**src/rtl/annexb_pkg.sv**
```systemverilog
// Types and constants for the Annex B start code parser.
`default_nettype none

package annexb_pkg;

    localparam int BYTE_BITS       = 8;
    localparam int OFF_FIELD_BITS  = 20;
    localparam int SIZE_FIELD_BITS = 21;
    localparam int TYPE_BITS       = 5;
    localparam int HIST_BITS       = 3 * BYTE_BITS;

    localparam logic [BYTE_BITS-1:0] START_CODE_BYTE = 8'h01;
    localparam logic [BYTE_BITS-1:0] ZERO_BYTE       = 8'h00;

    typedef struct packed {
        logic [BYTE_BITS-1:0] data_byte;
        logic                 last_byte;
    } byte_item_t;

    typedef struct packed {
        logic [OFF_FIELD_BITS-1:0]  unit_start;
        logic [OFF_FIELD_BITS-1:0]  unit_payload_offset;
        logic [SIZE_FIELD_BITS-1:0] unit_payload_size;
        logic [TYPE_BITS-1:0]       unit_type;
        logic                       final_unit;
    } unit_item_t;

endpackage

`default_nettype wire

```
**src/rtl/annexb_nalu_splitter.sv**
```systemverilog
// Top level of the Annex B start code parser: byte scan and unit descriptors.
//
// channel  direction  handshake               payload
// byte     in         byte_valid, byte_stall  byte_item_t
// unit     out        unit_valid, unit_stall  unit_item_t
//
// One byte per cycle while unit is not stalled; each descriptor is registered.
// The scan state updates in one pass between the input register and the
// result register, so that single stage sets the rate.
// Reset is asynchronous and clears the scan state and both valid flags.
// A stall on unit holds the result register and backs up to byte_stall
// in the same cycle.
`default_nettype none

module annexb_nalu_splitter
    import annexb_pkg::*;
#(
    parameter int OFFSET_BITS = 20
)
(
    input  wire logic       clk,
    input  wire logic       rst_n,
    input  wire logic       byte_valid,
    output logic            byte_stall,
    input  wire byte_item_t byte_data,
    output logic            unit_valid,
    input  wire logic       unit_stall,
    output unit_item_t      unit_data
);

    localparam int OBW     = OFFSET_BITS + 1;
    localparam int EXT_OFF = (OFFSET_BITS > OFF_FIELD_BITS) ? OFFSET_BITS : OFF_FIELD_BITS;
    localparam int EXT_SZ  = (OBW > SIZE_FIELD_BITS) ? OBW : SIZE_FIELD_BITS;
    localparam logic [OFFSET_BITS-1:0] POS_MAX = '1;

    logic                   item_valid_reg;
    logic                   item_valid_next;
    byte_item_t             item_reg;

    logic                   unit_valid_reg;
    logic                   unit_valid_next;
    unit_item_t             unit_reg;
    unit_item_t             unit_next;

    logic [HIST_BITS-1:0]   hist_reg;
    logic [HIST_BITS-1:0]   hist_next;
    logic [1:0]             cnt_reg;
    logic [1:0]             cnt_next;
    logic [OFFSET_BITS-1:0] pos_reg;
    logic [OFFSET_BITS-1:0] pos_next;
    logic                   open_reg;
    logic                   open_next;
    logic [OFFSET_BITS-1:0] open_start_reg;
    logic [OFFSET_BITS-1:0] open_start_next;
    logic [OFFSET_BITS-1:0] open_pay_reg;
    logic [OFFSET_BITS-1:0] open_pay_next;
    logic [TYPE_BITS-1:0]   open_type_reg;
    logic [TYPE_BITS-1:0]   open_type_next;
    logic                   awaiting_reg;
    logic                   awaiting_next;

    logic                   advance;
    logic                   accept;
    logic [BYTE_BITS-1:0]   b;
    logic                   last;
    logic [OFFSET_BITS-1:0] cur_inc;
    logic [OFFSET_BITS-1:0] cur_m2;
    logic [OFFSET_BITS-1:0] cur_m3;
    logic [OFFSET_BITS-1:0] sc_start;
    logic [OFFSET_BITS-1:0] mid_size;
    logic [OBW-1:0]         end_pos;
    logic [OBW-1:0]         open_pay_ext;
    logic [OBW-1:0]         end_size;
    logic [OBW-1:0]         size_sel;
    logic [TYPE_BITS-1:0]   type_eff;
    logic                   start_code;
    logic                   four_byte;
    logic                   emit;
    logic [EXT_OFF-1:0]     start_ext;
    logic [EXT_OFF-1:0]     pay_ext;
    logic [EXT_SZ-1:0]      size_ext;

    assign advance    = item_valid_reg && (!unit_valid_reg || !unit_stall);
    assign byte_stall = item_valid_reg && !advance;
    assign accept     = byte_valid && !byte_stall;

    assign b    = item_reg.data_byte;
    assign last = item_reg.last_byte;

    always_comb
    begin
        cur_inc  = (pos_reg == POS_MAX) ? pos_reg : pos_reg + OFFSET_BITS'(1);
        cur_m2   = (pos_reg > OFFSET_BITS'(2)) ? pos_reg - OFFSET_BITS'(2) : '0;
        cur_m3   = (pos_reg > OFFSET_BITS'(3)) ? pos_reg - OFFSET_BITS'(3) : '0;
        type_eff = awaiting_reg ? b[TYPE_BITS-1:0] : open_type_reg;

        start_code = !last && (b == START_CODE_BYTE) && (cnt_reg >= 2'd2)
                     && (hist_reg[2*BYTE_BITS-1:0] == {ZERO_BYTE, ZERO_BYTE});
        four_byte  = (cnt_reg == 2'd3)
                     && (hist_reg[HIST_BITS-1:2*BYTE_BITS] == ZERO_BYTE);
        sc_start   = four_byte ? cur_m3 : cur_m2;

        mid_size     = (sc_start > open_pay_reg) ? sc_start - open_pay_reg : '0;
        end_pos      = {1'b0, pos_reg} + OBW'(1);
        open_pay_ext = {1'b0, open_pay_reg};
        end_size     = (end_pos > open_pay_ext) ? end_pos - open_pay_ext : '0;
        size_sel     = last ? end_size : {1'b0, mid_size};

        emit = open_reg && (last || start_code);

        start_ext = EXT_OFF'(open_start_reg);
        pay_ext   = EXT_OFF'(open_pay_reg);
        size_ext  = EXT_SZ'(size_sel);

        unit_next.unit_start          = start_ext[OFF_FIELD_BITS-1:0];
        unit_next.unit_payload_offset = pay_ext[OFF_FIELD_BITS-1:0];
        unit_next.unit_payload_size   = size_ext[SIZE_FIELD_BITS-1:0];
        unit_next.unit_type           = (size_sel == '0) ? '0 : type_eff;
        unit_next.final_unit          = last;
    end

    always_comb
    begin
        hist_next       = hist_reg;
        cnt_next        = cnt_reg;
        pos_next        = pos_reg;
        open_next       = open_reg;
        open_start_next = open_start_reg;
        open_pay_next   = open_pay_reg;
        open_type_next  = open_type_reg;
        awaiting_next   = awaiting_reg;
        if (advance)
        begin
            if (last)
            begin
                hist_next       = '0;
                cnt_next        = '0;
                pos_next        = '0;
                open_next       = 1'b0;
                open_start_next = '0;
                open_pay_next   = '0;
                open_type_next  = '0;
                awaiting_next   = 1'b0;
            end
            else
            begin
                hist_next = {hist_reg[2*BYTE_BITS-1:0], b};
                cnt_next  = (cnt_reg == 2'd3) ? cnt_reg : cnt_reg + 2'd1;
                pos_next  = cur_inc;
                if (start_code)
                begin
                    open_next       = 1'b1;
                    open_start_next = sc_start;
                    open_pay_next   = cur_inc;
                    open_type_next  = '0;
                    awaiting_next   = 1'b1;
                end
                else if (awaiting_reg)
                begin
                    open_type_next = b[TYPE_BITS-1:0];
                    awaiting_next  = 1'b0;
                end
            end
        end
    end

    always_comb
    begin
        if (accept)
            item_valid_next = 1'b1;
        else if (advance)
            item_valid_next = 1'b0;
        else
            item_valid_next = item_valid_reg;

        if (advance)
            unit_valid_next = emit;
        else if (!unit_stall)
            unit_valid_next = 1'b0;
        else
            unit_valid_next = unit_valid_reg;
    end

    always_ff @(posedge clk or negedge rst_n)
    begin
        if (!rst_n)
        begin
            item_valid_reg <= 1'b0;
            unit_valid_reg <= 1'b0;
            hist_reg       <= '0;
            cnt_reg        <= '0;
            pos_reg        <= '0;
            open_reg       <= 1'b0;
            open_start_reg <= '0;
            open_pay_reg   <= '0;
            open_type_reg  <= '0;
            awaiting_reg   <= 1'b0;
        end
        else
        begin
            item_valid_reg <= item_valid_next;
            unit_valid_reg <= unit_valid_next;
            hist_reg       <= hist_next;
            cnt_reg        <= cnt_next;
            pos_reg        <= pos_next;
            open_reg       <= open_next;
            open_start_reg <= open_start_next;
            open_pay_reg   <= open_pay_next;
            open_type_reg  <= open_type_next;
            awaiting_reg   <= awaiting_next;
        end
    end

    always_ff @(posedge clk)
    begin
        if (accept)
            item_reg <= byte_data;
        if (advance && emit)
            unit_reg <= unit_next;
    end

    assign unit_valid = unit_valid_reg;
    assign unit_data  = unit_reg;

endmodule

`default_nettype wire

```
**config.mk**
```make
export PLATFORM = sky130hd
export DESIGN_NAME = annexb_nalu_splitter
export DESIGN_NICKNAME = d
export VERILOG_FILES = /design/src/rtl/annexb_pkg.sv /design/src/rtl/annexb_nalu_splitter.sv
export SDC_FILE = /design/constraint.sdc
export NUM_CORES = 1
export LEC_CHECK = 0
export ABC_CLOCK_PERIOD_IN_PS = 5820
export BUFFER_PORTS_ARGS = -buffer_cell sky130_fd_sc_hd__buf_2
export CORE_MARGIN = 8
export CORE_UTILIZATION = 40
export CTS_BUF_LIST = sky130_fd_sc_hd__clkbuf_8
export DETAILED_ROUTE_END_ITERATION = 6
export PLACE_DENSITY = 0.66
export SLEW_MARGIN = 30
export SYNTH_ARGS = -nofsm -noshare
export SYNTH_HDL_FRONTEND = slang
export SYNTH_SLANG_ARGS = --single-unit
```
**constraint.sdc**
```tcl
create_clock -name clk -period 5.82 [get_ports clk]
set_input_delay 0.582 -clock clk [delete_from_list [all_inputs] [get_ports clk]]
set_output_delay 0.582 -clock clk [all_outputs]
set_load 0.1 [all_outputs]
```
-- After elaboration in Yosys (flattened, before gate mapping)
Index checks and enable logic that the tools add are counted.
- word-level logic and storage cells: 83
- output and inout port bits: 69
- bits of input ports: 13
- latch bits: 0
- register bits after elaboration: 171
- bits in read-only memories: 0
- RAM bits: 0
- memories: 0
- equality and inequality tests: 5
- muxes and demuxes: 26
- $lt $le $gt $ge: 5
- add/sub/neg operators: 7
- reduce and logical (&&, ||, !) cells: 23
- div/mod/pow operators: 0
- bitwise operators: 0
- shift-type cells: 0
- multiply operators: 0
- operators with widths (operator ; count):
    20-bit two-way mux ; 10
    21-bit two-way mux ; 2
    20-bit by 2-bit > comparator with 1-bit output (second input constant) ; 2
    20-bit by 2-bit subtractor with 20-bit output (second input constant) ; 2
    24-bit two-way mux ; 1
    20-bit by 1-bit adder with 21-bit output (second input constant) ; 1
    21-bit by 20-bit > comparator with 1-bit output ; 1
    21-bit logical NOT ; 1
    21-bit by 20-bit subtractor with 21-bit output ; 1
    20-bit by 1-bit adder with 20-bit output (second input constant) ; 1
    20-bit == test (second input constant) ; 1
    20-bit > comparator ; 1
    20-bit subtractor ; 1
    16-bit logical NOT ; 1
    5-bit two-way mux ; 3
    1-bit logical AND ; 9
    8-bit by 1-bit == test with 1-bit output (second input constant) ; 1
    8-bit logical NOT ; 1
    1-bit two-way mux ; 8
    1-bit logical NOT ; 5
    2-bit two-way mux ; 2
    2-bit AND reduction ; 2
    2-bit nonzero test ; 2
    2-bit by 1-bit adder with 2-bit output (second input constant) ; 1
    5 further kinds ; 6

-- Depth between registers and ports, before layout
Gate-level depths: netlist of run 1.
- depth in word-level cells: 8
- gate-level depth with buffers: 21
- depth with buffers taken out: 19

-- Worst setup path before layout of run 1
OpenSTA, ideal clock, no wires.
- path kind: register to register
- from: register item_reg, in the netlist b[4]
- to: register unit_reg, in the netlist unit_data[0], enable pin
- cell stages (with the launch flop): 7
- required time: 5.327 ns
- library setup time: 0.493 ns
- slack: 0.768 ns
- arrival: 4.560 ns
- buffers on the path: 1
- cell sequence: edfxtp_1 -> or4_1 -> nor4_1 -> and4_1 -> o21ai_1 -> clkbuf_1 -> nor2_1
- longest elaborated chain between the ends: 7
- ends and longest elaborated chain (item ; line ; source):
    start, declared ; annexb_nalu_splitter.sv:38 ; byte_item_t item_reg;
    start signal, assigned ; annexb_nalu_splitter.sv:217 ; item_reg <= byte_data;
    8-bit by 1-bit == test with 1-bit output ; annexb_nalu_splitter.sv:97 ; start_code = !last && (b == START_CODE_BYTE) && (cnt_reg >= 2'd2)
    1-bit logical AND (2 in a row) ; annexb_nalu_splitter.sv:97 ;
    1-bit logical AND ; annexb_nalu_splitter.sv:98 ; && (hist_reg[2*BYTE_BITS-1:0] == {ZERO_BYTE, ZERO_BYTE});
    1-bit logical OR ; annexb_nalu_splitter.sv:109 ; emit = open_reg && (last || start_code);
    1-bit logical AND ; annexb_nalu_splitter.sv:109 ;
    1-bit logical AND ; annexb_nalu_splitter.sv:218 ; if (advance && emit)
    end signal, assigned ; annexb_nalu_splitter.sv:219 ; unit_reg <= unit_next;
    end, declared ; annexb_nalu_splitter.sv:42 ; unit_item_t unit_reg;
Every way passes these cells.
A chain may end at the register's enable or synchronous reset.

-- Final worst setup path of run 1
- from: register pos_reg[4]
- to: register unit_reg, in the netlist unit_data[3] (data pin)
- longest elaborated chain between the ends: 7
- elaborated cells between the ends (all ways): 16
- those cells by class: 5 x add/sub; 4 x order compare; 6 x mux; 1 x reduce/logical
- ends and longest elaborated chain (item ; line ; source):
    start, declared ; annexb_nalu_splitter.sv:49 ; logic [OFFSET_BITS-1:0] pos_reg;
    start signal, assigned ; annexb_nalu_splitter.sv:205 ; pos_reg <= pos_next;
    20-bit by 2-bit subtractor with 20-bit output, or another cell as far along ; annexb_nalu_splitter.sv:93 ; cur_m2 = (pos_reg > OFFSET_BITS'(2)) ? pos_reg - OFFSET_BITS'(2) : '0;
    20-bit two-way mux, on equally long branches ; annexb_nalu_splitter.sv:93, annexb_nalu_splitter.sv:94 ;
    20-bit two-way mux ; annexb_nalu_splitter.sv:101 ; sc_start = four_byte ? cur_m3 : cur_m2;
    20-bit subtractor or 20-bit > comparator (tied branches) ; annexb_nalu_splitter.sv:103 ; mid_size = (sc_start > open_pay_reg) ? sc_start - open_pay_reg : '0;
    20-bit two-way mux ; annexb_nalu_splitter.sv:103 ;
    21-bit two-way mux * ; annexb_nalu_splitter.sv:107 ; size_sel = last ? end_size : {1'b0, mid_size};
    named net size_ext[13] ; annexb_nalu_splitter.sv:81 ; logic [EXT_SZ-1:0] size_ext;
    21-bit logical NOT * ; annexb_nalu_splitter.sv:118 ; unit_next.unit_type = (size_sel == '0) ? '0 : type_eff;
The timed path passes the listed nets; every way through them passes the cells marked *.

==> results of run 1 <==
==> report_power, final <==
| group | internal, uW | total [uW] | leakage (uW) | switching, uW |
|---|---|---|---|---|
| Clock | 347 | 831 | 0.000196 | 484 |
| Combinational | 902 | 2340 | 0.00270 | 1440 |
| Sequential | 1330 | 1360 | 0.00198 | 33.1 |
==> worst max-delay path, cell delays in order (launching register included) <==
cell	delay, ps
dfrtp_1	500
or4_1	580
nor2_1	180
nand2_1	120
or3_1	410
nor3b_2	300
a22o_1	230
nand2_1	60
o21ai_1	230
ha_1	360
and3_1	260
and2_1	170
a221oi_2	310
o31ai_1	170
nand2_2	180
o32ai_1	160
or4_4	530
nor4_4	210
buf_4	190
nor2_1	60
==> worst max-delay path by stage <==
stage | to | cells past startpoint | slack, ps | startpoint
final | unit_data[3] | 19 | 370 | pos_reg[4]
after global routing | unit_data[3] | 18 | 9 | pos_reg[7]
after CTS | unit_data[3] | 19 | 130 | pos_reg[4]
after detailed placement | unit_data[3] | 19 | 160 | pos_reg[4]
after global placement | unit_data[3] | 19 | 100 | pos_reg[2]
after floorplan | unit_data[0] | 6 | 770 | b[4]
==> through the flow <==
| step | total power (uW) | util [%] | cells | setup slack (ps) |
|---|---|---|---|---|
| final | 4535 | 45.36 | 1500 | 367.6 |
| after floorplan | 2999 | - | 1089 | 767.6 |
| after global placement | 3652 | 43.76 | 1468 | 99.94 |
| after detailed placement | 3637 | 43.76 | 1468 | 155.5 |
| after CTS | 4471 | 45.24 | 1500 | 134.0 |
| after global routing | 4801 | 45.36 | 1500 | 9.088 |
==> layer usage <==
layer	track usage (%)	share of wire, %
met1	25.86	44
met2	31.92	48
met3	3.436	6.5
met4	6.217	2.5
met5	0	0
==> logic make-up (layout without fill, tap and decap cells) <==
family                     after synthesis  count (layout)
AOI/OAI and AO/OA                      311             311
xor gates and xnor gates                44              44
adders and majority gates               49              49
buffers and inverters                  111             192
DFF                                    171             171
muxes                                   15              15
and+or+nand+nor                        388             388
==> synthesized netlist by cell type, types with 20 or more instances <==
cell	number	area, sq um
nand2_1	151	566.8
o21ai_0	74	370.4
xnor2_1	28	245.2
inv_1	42	157.7
nor2_1	80	300.3
nand3_1	32	160.2
clkbuf_1	37	138.9
a21oi_1	74	370.4
ha_1	47	588.1
o22ai_1	27	168.9
a22o_1	23	201.4
nor3_1	20	100.1
dfrtp_1	95	2377
edfxtp_1	76	2282
==> layout make-up <==
| cell class | count | area (sq um) |
|---|---|---|
| fillers | 2439 | 13720 |
| multi-input cells | 807 | 5102 |
| flip-flops and latches | 171 | 4659 |
| repair buffers | 118 | 685.7 |
| well taps | 330 | 412.9 |
| clock buffers | 17 | 234.0 |
| inverters | 42 | 157.7 |
| clock inverters | 15 | 136.4 |
==> run_results.csv, run 1 <==
group,metric,value,unit
worst_setup_path,reg2reg_from,"pos_reg[4]",
sta,hold_ws,70.10,ps
clock_network,clockRootBuffer,"clkbuf_8",
sta,timing.setup.tns,0,ps
worst_setup_path,reg2reg_depth,19,
worst_setup_path,arrival,5680,ps
floorplanning,fp.dieH,175.7,um
worst_setup_path,end_kind,"flop",
layout,mostFrequentLayoutCell,"nand2_1",
worst_setup_path,crit_type,"flop to flop",
floorplanning,die_w,175.7,um
logic_synthesis,ys_types,81,
routing,dr.pass1.iters,5,
layout,largest_reg_flops,67,
sta,clock_skew,24.69,ps
logic_synthesis,post_synth_inst_count,1089,
logic_synthesis,synth_ff_type,"dfrtp_1",
place,place.gp.congestion,0.9185,
logic_synthesis,async_flop_share,55.56,%
sta,setup_violations,0,
logic_synthesis,synth_nets,1151,
routing,routed_wl,30460,um
global_routing,grt_max_degree,71,
global_routing,grt_pass1_wl,47490,um
sta,post-route-period-util,93.68,%
power_and_ir_drop,power.density,398.2,mW/mm^2
logic_synthesis,synth_compound_area_share,19.80,%
logic_synthesis,avgSynthCellArea,9.364,sq um
layout,drive_gt1_share,15.47,%
clock_network,clkTransAtPathRegs,110,ps
sta,finalMaxSlewViolations,0,
routing,vias,8688,
worst_setup_path,critical_path_peak_fanout,10,
clock_network,cts_resized,0,
layout,n_antenna_cell,0,
routing,first_iter_violations,837,
floorplanning,pin_count,82,
logic_synthesis,synth_adder_area_share,6.160,%
run,drv_cap,0,
layout,finalInstanceArea,0.01139,sq mm
sta,period_minus_slack,5452,ps
sta,rsz0062_at_grt,"false",
power_and_ir_drop,ir_worst_vdd,0.2002,mV
global_routing,antenna_found_initial,0,
floorplanning,die-area,0.03086,sq mm
clock_network,cts_max_level,4,
logic_synthesis,muxShareOfSynthArea,1.546,%
clock_network,clockBufferDepth,2,
logic_synthesis,synth_simple_gate_area_share,18.32,%
floorplanning,initial_core_util,40.61,%
clock_network,cts_hold_buf,0,
logic_synthesis,seq_area_frac_synth,45.69,%
sta,max_freq,183.4,MHz
logic_synthesis,synth_top_family_by_area,"compound AO/OA/AOI/OAI gates",
sta,hold_viol,0,
worst_setup_path,rrSetupSlack,370,ps
worst_setup_path,r2r-end,"unit_data[3]",
clock_network,tritoncts,"yes",
routing,drc_errors,0,
sta,timing.slew.headroom,48.37,%
routing,drtAntennaViolNets,0,
logic_synthesis,syn_area,0.01020,sq mm
clock_network,numCtsBuffers,17,
layout,nNetsFinal,1219,
power_and_ir_drop,leakage,0.004871,uW
global_routing,grt_pass1_vias,8394,
run_status,status,"complete, no violations",
logic_synthesis,ys_warn_count,0,
clock_network,post-cts-setup-buffers,0,
routing,wl_per_cell,20.31,um
floorplanning,rows,58,
sta,worst_pin_slew,774.5,ps
layout,syn2layout_area_growth,11.68,%
place,dp_hpwl,23180,um
worst_setup_path,required,6050,ps
logic_synthesis,synth_seq_cells,171,
worst_setup_path,start_kind,"flop",
layout,layout_common_cells,"150 x nand2_1, 95 x dfrtp_1, 80 x buf_2, 79 x nor2_1, 76 x edfxtp_1",
place,io_buffers,81,
logic_synthesis,synth-edff-count,76,
place,placed_cell_area,0.01099,sq mm
clock_network,clock-sinks,171,
worst_hold_path,min_path_type,"input port to async pin",
floorplanning,coreArea,0.02511,sq mm
clock_network,clock_latency,470,ps
global_routing,track_usage,19.52,%
global_routing,grt.overflow.total,0,
logic_synthesis,synth-xor-area-share,3.779,%
routing,vias_per_cell,5.792,
Note: power is estimated with default switching activity, not from simulation.
==> run 2, diff against run 1 <==
--- a/config.mk
+++ b/config.mk
@@ -5,9 +5,9 @@
 export SDC_FILE = /design/constraint.sdc
 export NUM_CORES = 1
 export LEC_CHECK = 0
+export ABC_AREA = 1
 export ABC_CLOCK_PERIOD_IN_PS = 5820
 export BUFFER_PORTS_ARGS = -buffer_cell sky130_fd_sc_hd__buf_2
-export CORE_MARGIN = 8
 export CORE_UTILIZATION = 40
 export CTS_BUF_LIST = sky130_fd_sc_hd__clkbuf_8
 export DETAILED_ROUTE_END_ITERATION = 6
==> run 2 against run 1 <==
Effect of this change:
- clock power rose by 2%
- clock-buffer cell count rose by 1
- core utilization fell by 0.36 points
- global-route usage rose by 4.5 points
- routed wire length rose by 7.1%
- sequential power barely moved
- via count rose by 13%
- largest cell class unchanged
- highest routed layer unchanged
==> run_results.csv, run 2 <==
group,metric,value,unit
power_and_ir_drop,combPwrFrac,48.8,%
logic_synthesis,post_synth_inst_count,1451,
floorplanning,pin_count,82,
layout,mostFrequentLayoutCell,"nand2_1",
global_routing,track_usage,24.04,%
sta,setup_violations,0,
run,drv_cap,0,
global_routing,antenna_found_initial,0,
worst_setup_path,r2r-end,"unit_data[1]",
power_and_ir_drop,ir_worst_vdd,0.1724,mV
routing,drc_errors,0,
routing,wl_per_cell,17.39,um
power_and_ir_drop,share_seq_of_total_power,31.6,%
worst_setup_path,start_kind,"flop",
layout,nFillCells,2770,
place,dp_hpwl,25440,um
worst_hold_path,min_path_type,"input port to flop",
worst_setup_path,critPathSlowestCell,"o21ai_0",
routing,vias,9808,
routing,vias_per_cell,5.225,
clock_network,clock-sinks,171,
worst_setup_path,critical_path_peak_fanout,12,
sta,timing.slew.headroom,38.61,%
sta,post-route-period-util,90.03,%
worst_setup_path,reg2reg_from,"pos_reg[6]",
layout,layout_common_cells,"403 x nand2_1, 217 x inv_1, 141 x nor2_1, 105 x o21ai_0, 95 x dfrtp_1",
clock_network,cts_max_level,4,
layout,seq_area,0.004659,sq mm
worst_setup_path,critPathTopFamily,"simple AND/OR/NAND/NOR gates",
layout,n_antenna_cell,0,
logic_synthesis,syn_area,0.01095,sq mm
logic_synthesis,synthTopCellsByArea,"dfrtp_1 22%, edfxtp_1 21%, nand2_1 14%, inv_1 7.4%, ha_1 5.4%",
routing,routed_wl,32630,um
worst_setup_path,crit_top_cell,"nand2_1",
sta,finalMaxSlewViolations,0,
floorplanning,die_w,167.5,um
worst_setup_path,end_kind,"flop",
clock_network,clockBufferDepth,2,
floorplanning,die-area,0.02804,sq mm
power_and_ir_drop,leakage,0.006327,uW
sta,period_minus_slack,5240,ps
worst_setup_path,endpoint,"unit_data[1]",
layout,syn2layout_area_growth,10.43,%
logic_synthesis,synth_top_area_share,21.71,%
worst_setup_path,arrival,5470,ps
place,place.gp.congestion,0.9650,
floorplanning,rows,60,
floorplanning,initial_core_util,40.75,%
global_routing,grt.overflow.total,0,
worst_setup_path,required,6050,ps
layout,multiInputGateArea,0.005240,sq mm
power_and_ir_drop,p_sw,1986,uW
worst_setup_path,startpoint,"pos_reg[6]",
power_and_ir_drop,clkPwrFrac,19.6,%
sta,hold_viol,0,
place,pre_cts_ws,702.5,ps
layout,drive_gt1_share,10.22,%
routing,drtAntennaViolNets,0,
logic_synthesis,yosysMostFrequentCell,"nand2_1",
logic_synthesis,synth_nets,1513,
routing,dr.pass1.iters,6,
routing,first_iter_violations,869,
worst_setup_path,worst_path_largest_cell_delay,530,ps
global_routing,grt_pass1_wl,51390,um
power_and_ir_drop,sw_frac_of_total,46.09,%
clock_network,tritoncts,"yes",
logic_synthesis,synth_seq_cells,171,
run_status,status,"complete, no violations",
worst_setup_path,reg2reg_depth,27,
sta,max_freq,190.8,MHz
logic_synthesis,async_flop_share,55.56,%
sta,worst_pin_slew,920.8,ps
global_routing,grt_max_degree,72,
logic_synthesis,synth_ff_type,"dfrtp_1",
logic_synthesis,seq_area_frac_synth,42.55,%
logic_synthesis,synth-edff-count,76,
layout,nNetsFinal,1585,
worst_setup_path,crit_type,"flop to flop",
floorplanning,coreArea,0.02688,sq mm
logic_synthesis,avgSynthCellArea,7.548,sq um
worst_setup_path,rrSetupSlack,580,ps
sta,fin_ws,580.2,ps
place,io_buffers,81,
logic_synthesis,ys_warn_count,0,
global_routing,grt_pass1_vias,9327,
clock_network,clkTransAtPathRegs,110,ps
floorplanning,fp.dieH,167.5,um
worst_setup_path,path_depth,27,
power_and_ir_drop,power.density,356.4,mW/mm^2
sta,timing.setup.tns,0,ps
power_and_ir_drop,internal_power,2323,uW
clock_network,numCtsBuffers,17,
worst_setup_path,crit_buf_inv,5,
sta,rsz0062_at_grt,"false",
clock_network,cts_resized,0,
logic_synthesis,ys_types,46,
layout,largest_reg_flops,67,
clock_network,clock_latency,480,ps
logic_synthesis,yosys.area.top_type,"dfrtp_1",
clock_network,clockRootBuffer,"clkbuf_8",
sta,clock_skew,18.35,ps
logic_synthesis,synthTopCellsByCount,"403 x nand2_1, 216 x inv_1, 142 x nor2_1, 105 x o21ai_0, 95 x dfrtp_1",
## run 2: metrics by stage
step           util [%]  hold WS (ps)  instance area (sq um)  cells  total power [uW]
2_1_floorplan         -         286.4                  10950   1451              2883
3_3_place_gp      43.46         433.9                  11680   1843              3446
3_5_place_dp      43.56         439.0                  11710   1844              3440
4_1_cts           44.99         246.4                  12090   1877              4288
5_1_grt           45.00         236.0                  12090   1877              4641
6_report          45.00         268.0                  12090   1877              4310
## run 2: power groups by stage
stage | registers, uW | clock network, uW | logic, uW
3_3_place_gp | 1390 | 0 | 2060
6_report | 1360 | 847 | 2100
3_5_place_dp | 1390 | 0 | 2050
5_1_grt | 1360 | 909 | 2370
4_1_cts | 1360 | 860 | 2070
2_1_floorplan | 1370 | 0 | 1510
## run 2: cell families after synthesis
| logic type | after synthesis | share of synthesized area, % |
|---|---|---|
| fa+ha+maj | 49 | 5.735 |
| flops | 171 | 42.55 |
| simple gates | 721 | 28.40 |
| buf+inv | 269 | 9.677 |
| compound gates | 196 | 10.03 |
| xor+xnor | 44 | 3.519 |
| mux | 1 | 0.09140 |
## run 2: timing repair
action / in CTS / in global routing
hold endpoints to repair: 24 / 0
hold buffers: 1 / 0
setup endpoints to repair: 0 / 0
setup buffers: 0 / 0
## run 2: layout make-up
class / instances / area share [%]
Clock buffer: 18 / 2.048
Clock inverter: 14 / 1.035
Inverter: 226 / 7.014
Multi-Input combinational cell: 1011 / 43.33
Sequential cell: 171 / 38.53
Tap cell: 341 / 3.528
Timing Repair Buffer: 96 / 4.521
## run 2: worst min path at each step
stage	slack, ps	cells after the start	end	from
after floorplan	290	0	awaiting_reg	rst_n
after global placement	430	0	unit_data[66]	open_start_reg[19]
after detailed placement	440	0	unit_data[54]	open_start_reg[7]
after CTS	250	1	b[7]	byte_data[8]
after global routing	240	1	b[7]	byte_data[8]
final	270	1	b[7]	byte_data[8]
## run 2: routing by layer
metal | GRT usage, % | routed length [um] | vias up
li1 | - | - | 4815
met1 | 33.11 | 14760 | 4584
met2 | 37.50 | 14470 | 347
met3 | 4.680 | 2455 | 62
met4 | 8.736 | 950 | 0
met5 | 0 | 0 | -
